**src/hsfc_pkg.sv**
```systemverilog
package hsfc_pkg;

	typedef enum logic {
		CMD_S2H = 1'b0,
		CMD_H2S = 1'b1
	} cmd_t;

	typedef enum logic [4:0] {
		CLS_ZERO   = 5'b00001,
		CLS_DENORM = 5'b00010,
		CLS_NORM   = 5'b00100,
		CLS_INF    = 5'b01000,
		CLS_NAN    = 5'b10000
	} cls_t;

	localparam logic [7:0] BIAS_DIFF      = 8'd112;
	localparam logic [7:0] S2H_EXP_FLUSH  = 8'd102;
	localparam logic [7:0] S2H_EXP_DN_OFS = 8'd113;
	localparam logic [7:0] S2H_EXP_OVF    = 8'd142;
	localparam logic [7:0] SGL_EXP_ONES   = 8'hff;
	localparam logic [4:0] HLF_EXP_ONES   = 5'h1f;

	typedef struct packed {
		cmd_t        cmd;
		logic        sign;
		cls_t        cls;
		logic [7:0]  exp;
		logic [22:0] man;
		logic [3:0]  shamt;
	} s1_t;

	typedef struct packed {
		cmd_t       cmd;
		logic       sign;
		cls_t       cls;
		logic [7:0] exp;
		logic [9:0] man;
	} s2_t;

endpackage

```
**src/hsfc_if.sv**
```systemverilog
interface hsfc_req_if;
	logic              valid;
	logic              ready;
	hsfc_pkg::cmd_t    command;
	logic [31:0]       operand_bits;

	modport source (output valid, output command, output operand_bits, input ready);
	modport sink   (input valid, input command, input operand_bits, output ready);
endinterface

interface hsfc_rsp_if;
	logic        valid;
	logic        ready;
	logic [31:0] result_bits;

	modport source (output valid, output result_bits, input ready);
	modport sink   (input valid, input result_bits, output ready);
endinterface

```
**src/hsfc_decode.sv**
```systemverilog
module hsfc_decode (
	input  logic            clk,
	input  logic            arst_n,
	input  logic            advance,
	input  logic            in_valid,
	input  hsfc_pkg::cmd_t  command,
	input  logic [31:0]     operand_bits,
	output logic            valid_s1,
	output hsfc_pkg::s1_t   data_s1
);

	hsfc_pkg::s1_t nxt;

	// leading zeros of a half mantissa, only meaningful when nonzero
	function automatic logic [3:0] lzc10(input logic [9:0] m);
		logic [3:0] p;
		p = 4'd0;
		for (int i = 0; i < 10; i++) begin
			if (m[i]) begin
				p = 4'(9 - i);
			end
		end
		return p;
	endfunction

	always_comb begin
		nxt.cmd   = command;
		nxt.sign  = 1'b0;
		nxt.cls   = hsfc_pkg::CLS_ZERO;
		nxt.exp   = 8'd0;
		nxt.man   = 23'd0;
		nxt.shamt = 4'd0;
		if (command == hsfc_pkg::CMD_S2H) begin
			nxt.sign  = operand_bits[31];
			nxt.exp   = operand_bits[30:23];
			nxt.man   = operand_bits[22:0];
			nxt.shamt = 4'(hsfc_pkg::S2H_EXP_DN_OFS - operand_bits[30:23]);
			priority if (operand_bits[30:23] < hsfc_pkg::S2H_EXP_FLUSH) begin
				// flushed values lose their sign
				nxt.cls  = hsfc_pkg::CLS_ZERO;
				nxt.sign = 1'b0;
			end else if (operand_bits[30:23] <= hsfc_pkg::BIAS_DIFF) begin
				nxt.cls = hsfc_pkg::CLS_DENORM;
			end else if (operand_bits[30:23] == hsfc_pkg::SGL_EXP_ONES) begin
				nxt.cls = (operand_bits[22:0] == 23'd0) ? hsfc_pkg::CLS_INF
				                                        : hsfc_pkg::CLS_NAN;
			end else if (operand_bits[30:23] > hsfc_pkg::S2H_EXP_OVF) begin
				nxt.cls = hsfc_pkg::CLS_INF;
			end else begin
				nxt.cls = hsfc_pkg::CLS_NORM;
			end
		end else begin
			nxt.sign  = operand_bits[15];
			nxt.exp   = {3'd0, operand_bits[14:10]};
			nxt.man   = {operand_bits[9:0], 13'd0};
			nxt.shamt = lzc10(operand_bits[9:0]);
			priority if (operand_bits[14:10] == 5'd0) begin
				nxt.cls = (operand_bits[9:0] == 10'd0) ? hsfc_pkg::CLS_ZERO
				                                       : hsfc_pkg::CLS_DENORM;
			end else if (operand_bits[14:10] == hsfc_pkg::HLF_EXP_ONES) begin
				nxt.cls = (operand_bits[9:0] == 10'd0) ? hsfc_pkg::CLS_INF
				                                       : hsfc_pkg::CLS_NAN;
			end else begin
				nxt.cls = hsfc_pkg::CLS_NORM;
			end
		end
	end

	always_ff @(posedge clk or negedge arst_n) begin
		if (!arst_n) begin
			valid_s1 <= 1'b0;
		end else if (advance) begin
			valid_s1 <= in_valid;
		end
	end

	always_ff @(posedge clk) begin
		if (advance && in_valid) begin
			data_s1 <= nxt;
		end
	end

endmodule

```
**src/hsfc_shift.sv**
```systemverilog
module hsfc_shift (
	input  logic           clk,
	input  logic           arst_n,
	input  logic           advance,
	input  logic           valid_s1,
	input  hsfc_pkg::s1_t  data_s1,
	output logic           valid_s2,
	output hsfc_pkg::s2_t  data_s2
);

	hsfc_pkg::s2_t nxt;
	logic [23:0]   dn_wide;
	logic [9:0]    h_norm;

	// single denormal: hidden one in, shift right by 1..11
	assign dn_wide = {1'b1, data_s1.man} >> data_s1.shamt;
	// half denormal: leading one moves up to bit 9
	assign h_norm  = data_s1.man[22:13] << data_s1.shamt;

	always_comb begin
		nxt.cmd  = data_s1.cmd;
		nxt.sign = data_s1.sign;
		nxt.cls  = data_s1.cls;
		nxt.exp  = 8'd0;
		nxt.man  = data_s1.man[22:13];
		if (data_s1.cmd == hsfc_pkg::CMD_S2H) begin
			unique case (data_s1.cls)
				hsfc_pkg::CLS_NORM:   nxt.exp = data_s1.exp - hsfc_pkg::BIAS_DIFF;
				hsfc_pkg::CLS_DENORM: nxt.man = dn_wide[22:13];
				default: ;
			endcase
		end else begin
			unique case (data_s1.cls)
				hsfc_pkg::CLS_NORM: nxt.exp = data_s1.exp + hsfc_pkg::BIAS_DIFF;
				hsfc_pkg::CLS_DENORM: begin
					nxt.exp = hsfc_pkg::BIAS_DIFF - {4'd0, data_s1.shamt};
					nxt.man = {h_norm[8:0], 1'b0};
				end
				default: ;
			endcase
		end
	end

	always_ff @(posedge clk or negedge arst_n) begin
		if (!arst_n) begin
			valid_s2 <= 1'b0;
		end else if (advance) begin
			valid_s2 <= valid_s1;
		end
	end

	always_ff @(posedge clk) begin
		if (advance && valid_s1) begin
			data_s2 <= nxt;
		end
	end

endmodule

```
**src/hsfc_pack.sv**
```systemverilog
module hsfc_pack (
	input  logic           clk,
	input  logic           arst_n,
	input  logic           advance,
	input  logic           valid_s2,
	input  hsfc_pkg::s2_t  data_s2,
	output logic           valid_s3,
	output logic [31:0]    result_s3
);

	logic [31:0]   nxt;
	logic [9:0]    nan_man;
	hsfc_pkg::s2_t info_s3;

	// a NaN must keep a nonzero mantissa
	assign nan_man = data_s2.man | {9'd0, (data_s2.man == 10'd0)};

	always_comb begin
		if (data_s2.cmd == hsfc_pkg::CMD_S2H) begin
			unique case (data_s2.cls)
				hsfc_pkg::CLS_ZERO:
					nxt = {16'd0, data_s2.sign, 15'd0};
				hsfc_pkg::CLS_DENORM:
					nxt = {16'd0, data_s2.sign, 5'd0, data_s2.man};
				hsfc_pkg::CLS_NORM:
					nxt = {16'd0, data_s2.sign, data_s2.exp[4:0], data_s2.man};
				hsfc_pkg::CLS_INF:
					nxt = {16'd0, data_s2.sign, hsfc_pkg::HLF_EXP_ONES, 10'd0};
				hsfc_pkg::CLS_NAN:
					nxt = {16'd0, data_s2.sign, hsfc_pkg::HLF_EXP_ONES, nan_man};
				default:
					nxt = 32'd0;
			endcase
		end else begin
			unique case (data_s2.cls)
				hsfc_pkg::CLS_ZERO:
					nxt = {data_s2.sign, 31'd0};
				hsfc_pkg::CLS_DENORM,
				hsfc_pkg::CLS_NORM:
					nxt = {data_s2.sign, data_s2.exp, data_s2.man, 13'd0};
				hsfc_pkg::CLS_INF:
					nxt = {data_s2.sign, hsfc_pkg::SGL_EXP_ONES, 23'd0};
				hsfc_pkg::CLS_NAN:
					nxt = {data_s2.sign, hsfc_pkg::SGL_EXP_ONES, nan_man, 13'd0};
				default:
					nxt = 32'd0;
			endcase
		end
	end

	always_ff @(posedge clk or negedge arst_n) begin
		if (!arst_n) begin
			valid_s3 <= 1'b0;
		end else if (advance) begin
			valid_s3 <= valid_s2;
		end
	end

	always_ff @(posedge clk) begin
		if (advance && valid_s2) begin
			result_s3 <= nxt;
			info_s3   <= data_s2;
		end
	end

`ifndef NO_ASSERTIONS
	a_half_upper_zero: assert property (@(posedge clk) disable iff (!arst_n)
		valid_s3 && info_s3.cmd == hsfc_pkg::CMD_S2H |-> result_s3[31:16] == 16'd0)
		else $error("half result has nonzero upper bits");

	a_nan_kept: assert property (@(posedge clk) disable iff (!arst_n)
		valid_s3 && info_s3.cls == hsfc_pkg::CLS_NAN && info_s3.cmd == hsfc_pkg::CMD_S2H
		|-> result_s3[14:10] == hsfc_pkg::HLF_EXP_ONES && result_s3[9:0] != 10'd0)
		else $error("NaN input did not give a half NaN");
`endif

endmodule

```
**src/half_single_float_converter_unit.sv**
```systemverilog
// Half/single float converter.
// req channel: command (CMD_S2H or CMD_H2S) and operand_bits; a half operand sits in
// bits 15..0 and bits 31..16 are ignored. rsp channel: result_bits; a half result
// sits in bits 15..0 with bits 31..16 zero.
// Single to half truncates the mantissa, flushes tiny values to +0 and saturates
// overflow to a signed infinity. Half to single is exact.
// Three register stages: classify with leading-zero count, mantissa shift with
// exponent rebias, result packing. An accepted request is registered in each stage
// in turn and is then offered on rsp. Throughput is one request per cycle while rsp
// is not stalled; each stage advances when the stage after it is empty or moving,
// so req.ready is low only when all three stages hold an item and rsp is stalled.
// A stall holds stage 3 and each full stage in an unbroken run behind it in place.
// Reset clears the stage valid bits; the block is stateless otherwise.
module half_single_float_converter_unit (
	input  logic       clk,
	input  logic       arst_n,
	hsfc_req_if.sink   req,
	hsfc_rsp_if.source rsp
);

	logic          adv1, adv2, adv3;
	logic          valid_s1, valid_s2, valid_s3;
	hsfc_pkg::s1_t data_s1;
	hsfc_pkg::s2_t data_s2;
	logic [31:0]   result_s3;

	assign adv3 = !valid_s3 || rsp.ready;
	assign adv2 = !valid_s2 || adv3;
	assign adv1 = !valid_s1 || adv2;

	assign req.ready       = adv1;
	assign rsp.valid       = valid_s3;
	assign rsp.result_bits = result_s3;

	hsfc_decode u_decode (
		.clk          (clk),
		.arst_n       (arst_n),
		.advance      (adv1),
		.in_valid     (req.valid),
		.command      (req.command),
		.operand_bits (req.operand_bits),
		.valid_s1     (valid_s1),
		.data_s1      (data_s1)
	);

	hsfc_shift u_shift (
		.clk      (clk),
		.arst_n   (arst_n),
		.advance  (adv2),
		.valid_s1 (valid_s1),
		.data_s1  (data_s1),
		.valid_s2 (valid_s2),
		.data_s2  (data_s2)
	);

	hsfc_pack u_pack (
		.clk       (clk),
		.arst_n    (arst_n),
		.advance   (adv3),
		.valid_s2  (valid_s2),
		.data_s2   (data_s2),
		.valid_s3  (valid_s3),
		.result_s3 (result_s3)
	);

`ifndef NO_ASSERTIONS
	a_ready_only_full: assert property (@(posedge clk) disable iff (!arst_n)
		!req.ready |-> valid_s1 && valid_s2 && valid_s3)
		else $error("request stalled with a free pipeline stage");

	a_accept_lands: assert property (@(posedge clk) disable iff (!arst_n)
		req.valid && req.ready |=> valid_s1)
		else $error("accepted request missing from first stage");

	a_stall_keeps: assert property (@(posedge clk) disable iff (!arst_n)
		valid_s2 && valid_s3 && !rsp.ready |=> valid_s2 && valid_s3)
		else $error("item dropped during output stall");
`endif

endmodule
```
**src/flat_wrapper.sv**
```systemverilog
// flat-port wrapper written by rule: the top's interface ports become plain ports
module half_single_float_converter_unit_flat 
  (clk, arst_n, req_valid, req_command, req_operand_bits, req_ready, rsp_valid, rsp_result_bits, rsp_ready);
  hsfc_req_if req_i ();
  hsfc_rsp_if rsp_i ();
  input  logic clk;
  input  logic arst_n;
  input wire logic [$bits(req_i.valid)-1:0] req_valid;
  input wire logic [$bits(req_i.command)-1:0] req_command;
  input wire logic [$bits(req_i.operand_bits)-1:0] req_operand_bits;
  output wire logic [$bits(req_i.ready)-1:0] req_ready;
  output wire logic [$bits(rsp_i.valid)-1:0] rsp_valid;
  output wire logic [$bits(rsp_i.result_bits)-1:0] rsp_result_bits;
  input wire logic [$bits(rsp_i.ready)-1:0] rsp_ready;
  assign req_i.valid = req_valid;
  assign req_i.command = req_command;
  assign req_i.operand_bits = req_operand_bits;
  assign req_ready = req_i.ready;
  assign rsp_valid = rsp_i.valid;
  assign rsp_result_bits = rsp_i.result_bits;
  assign rsp_i.ready = rsp_ready;
  half_single_float_converter_unit u_core (.clk(clk), .arst_n(arst_n), .req(req_i), .rsp(rsp_i));
endmodule
```
**config.mk**
```make
export PLATFORM = sky130hd
export DESIGN_NAME = half_single_float_converter_unit_flat
export DESIGN_NICKNAME = d
export VERILOG_FILES = /design/src/hsfc_pkg.sv /design/src/hsfc_if.sv /design/src/hsfc_decode.sv /design/src/hsfc_shift.sv /design/src/hsfc_pack.sv /design/src/half_single_float_converter_unit.sv /design/src/flat_wrapper.sv
export SDC_FILE = /design/constraint.sdc
export NUM_CORES = 1
export LEC_CHECK = 0
export BUFFER_PORTS_ARGS = -buffer_cell sky130_fd_sc_hd__buf_4
export CORE_UTILIZATION = 27
export CTS_BUF_LIST = sky130_fd_sc_hd__clkbuf_4 sky130_fd_sc_hd__clkbuf_8
export CTS_CLUSTER_DIAMETER = 200
export CTS_CLUSTER_SIZE = 10
export DETAILED_ROUTE_END_ITERATION = 7
export PLACE_DENSITY = 0.55
export SLEW_MARGIN = 20
export SYNTH_ARGS = -nofsm -noshare
export SYNTH_HDL_FRONTEND = slang
export SYNTH_SLANG_ARGS = --single-unit
export TNS_END_PERCENT = 1
```
**constraint.sdc**
```tcl
create_clock -name clk -period 2 [get_ports clk]
set_clock_uncertainty 0.1 [all_clocks]
set_input_delay 0.3 -clock clk [delete_from_list [all_inputs] [get_ports clk]]
set_output_delay 0.3 -clock clk [all_outputs]
set_load 0.1 [all_outputs]
```
==> results.cfg <==
[run_status]
status = complete, but fails checks
failed_checks = setup timing

[sta]
fin_crit_sh_pct = 102
slew_headroom_pct = 57.9
fmax_mhz = 490
slew_viol_final = 0
rsz0062_at_grt = true
fin_crit_ns = 2.04
holdWs_ns = 0.0974
setup_violations = 2
worst_pin_slew_ns = 0.627
setup_ws_ns = -0.0421
finalSetupTns_ns = -0.0506
finalHoldViolations = 0

[critical_path]
cp_slowest_cell = edfxtp_1
cp-start-kind = flop
crit_required_ns = 2.02
worstPathArrival_ns = 2.06
path_buf_inv = 1
crit_path_max_fanout = 4
endpoint_kind = flop
crit_chain = buf_4 -> mux4_2 -> or2_0 -> o2111ai_1 -> nand3_1
critical_path_class = flop to flop
path_delay_family = flip-flops
critPathMaxStageDelay_ns = 0.54

[synthesis]
syn_area_sq_um = 4770
synth_edf_count = 86
syn_inst = 423
synth_common_cells = edfxtp_1, nand2_1, nor2_1, o21ai_0, and2_1
synthFlopType = edfxtp_1
yosys_warnings = 0
ys_types = 61
synth.most_common_cell = edfxtp_1
synth_seq_area_share_pct = 55.7
synth.area.top_cells = edfxtp_1, mux2_2, nand2_1
synth_fp_nets = 466
async_reset_ff_share_pct = 3.37
ys_ff_latch = 89
synth_top_area_share_pct = 54.1
synth.largest_area_cell = edfxtp_1
synth.avg_cell_area_sq_um = 11.3

[global_routing]
grt-ovfl-total = 0
grt_pass1_wl_mm = 18.3
grt_pass1_vias = 3554
grt_max_degree = 38
antenna_found_initial = 0
track_usage_pct = 13.1

[layout]
diodes = 0
area_growth_syn_to_layout_pct = 29.8
nets = 568
drive_gt1_share_pct = 31.9

[clock_network]
postCtsSetupBuffers = 0
clk_path_buf_depth = 2
cts-buffers-inserted = 9
tritoncts = done
htreeDepth = 3
clk_pin_slew_ns = 0.08
worst_skew_pair.late_latency_ns = 0.38
clkSinkCount = 89
root_buffer = clkbuf_8

[floorplan]
rows = 48
ios = 71
die_height_um = 135
die_area_sq_um = 18200
die_x_um = 135
start_util_pct = 27.6
core_area_sq_um = 17300

[route]
drt-pass1-iter-count = 4
routed_wl_mm = 11.6
drtIter0Drc = 153
wl_per_cell_um = 15.4
via_count = 3640
drtAntennaViolNets = 0
drc_errors = 0
vias_per_cell = 4.82

[placed_design]
place_congestion = 0.850
dp_hpwl_mm = 8.82
io_buffers = 70
preCtsSetupSlack_ns = 0.0210

[job]
drv_cap = 0

[power_and_ir_drop]
irDropWorstVdd_mv = 0.359
leakagePower_uw = 0.00237
power-per-cell-area_nw_per_um2 = 859

[hold_path]
min_path_type = input port to flop
[worst reg2reg max path, delay by kind of cell, from the launching register on]
kind | cells | cell delay (ns)
DFF | 1 | 0.54
muxes | 1 | 0.53
and+or+nand+nor | 2 | 0.33
buffers and inverters | 1 | 0.18
AOI/OAI and AO/OA | 1 | 0.11
[path summary, 6_finish.rpt]
| kind | from | endpoint | slack [ns] | cells after the start |
|---|---|---|---|---|
| max | u_core.u_decode.data_s1[0] | u_core.u_shift.data_s2[5] | -0.04 | 5 |
| min | rsp_ready | u_core.u_pack.valid_s3 | 0.1 | 3 |
| max reg2reg | u_core.u_decode.data_s1[0] | u_core.u_shift.data_s2[5] | -0.04 | 5 |
| min reg2reg | u_core.u_decode.data_s1[35] | u_core.u_shift.data_s2[18] | 0.41 | 0 |
| max in group asynchronous | arst_n | u_core.u_pack.valid_s3 | 1.55 | 2 |
| min in group asynchronous | arst_n | u_core.u_decode.valid_s1 | 0.14 | 2 |
[cells in the final DEF (no fill, tap or decap), types with 6 or more instances in the layout]
cell type and instances:
nor2b_1 7, o22ai_1 7, mux2i_1 12, a21oi_1 15, clkbuf_8 10, o21ai_0 20
nor3_1 9, nand2_1 36, nand2b_1 7, nor4_1 6, and2_1 18, o21a_1 8
inv_1 17, buf_4 106, edfxtp_1 86, mux2_2 13, o211ai_1 8, nor2_1 34
ha_1 6
[where the power goes]
part	total [uW]	switching (uW)	internal (uW)
clock	1650	657	994
sequential	2360	109	2250
combinational	1310	901	413
total	5320	1670	3660
[per-stage QoR]
step	util (%)	total power [uW]	area (sq um)	std cells
floorplan	-	3270	4790	423
global placement	33.6	3680	5810	736
detailed placement	33.6	3680	5810	736
CTS	35.3	5340	6110	754
global route	35.8	5530	6200	755
finish	35.8	5320	6200	755
[what timing repair did]
action / CTS / global route
hold endpoints to repair: 4 / 0
endpoints found under the setup margin: 2 / 12
hold buffers: 2 / 0
pin swaps: 0 / 5
gates resized for setup: 2 / 14
cloned: 0 / 1
[cell families after synthesis]
group,count (synthesis),share of synthesized area [%]
and+or+nand+nor,155,17.0
AOI/OAI and AO/OA,101,14.3
DFF,89,55.7
buffers and inverters,37,3.46
muxes,28,6.73
xor gates and xnor gates,7,1.28
adders and majority gates,6,1.57
[layer usage]
layer / wire (um) / up-vias / share of wire, % / global-route usage (%)
li1: - / 1798 / - / -
met1: 5530 / 1703 / 48 / 17.1
met2: 5230 / 116 / 45 / 20.6
met3: 596 / 23 / 5.1 / 3.57
met4: 265 / 0 / 2.3 / 5.43
met5: 0 / - / 0 / 0
[area by class of cell]
type,instances,area [sq um]
fillers,1730,11100
flip-flops and latches,89,2660
multi-input cells,297,2040
repair buffers,111,881
well taps,225,282
clock buffers,10,138
clock inverters,6,136
inverters,17,63.8
[state kept, by name (all words and copies together), names as in the netlist]
name and cells:
u_core.u_decode.data_s1 29, u_core.u_pack.valid_s3 1, u_core.u_pack.result_s3 32, u_core.u_shift.data_s2 25, u_core.u_shift.valid_s2 1, u_core.u_decode.valid_s1 1
No activity file was read; power rests on OpenSTA's default activity.
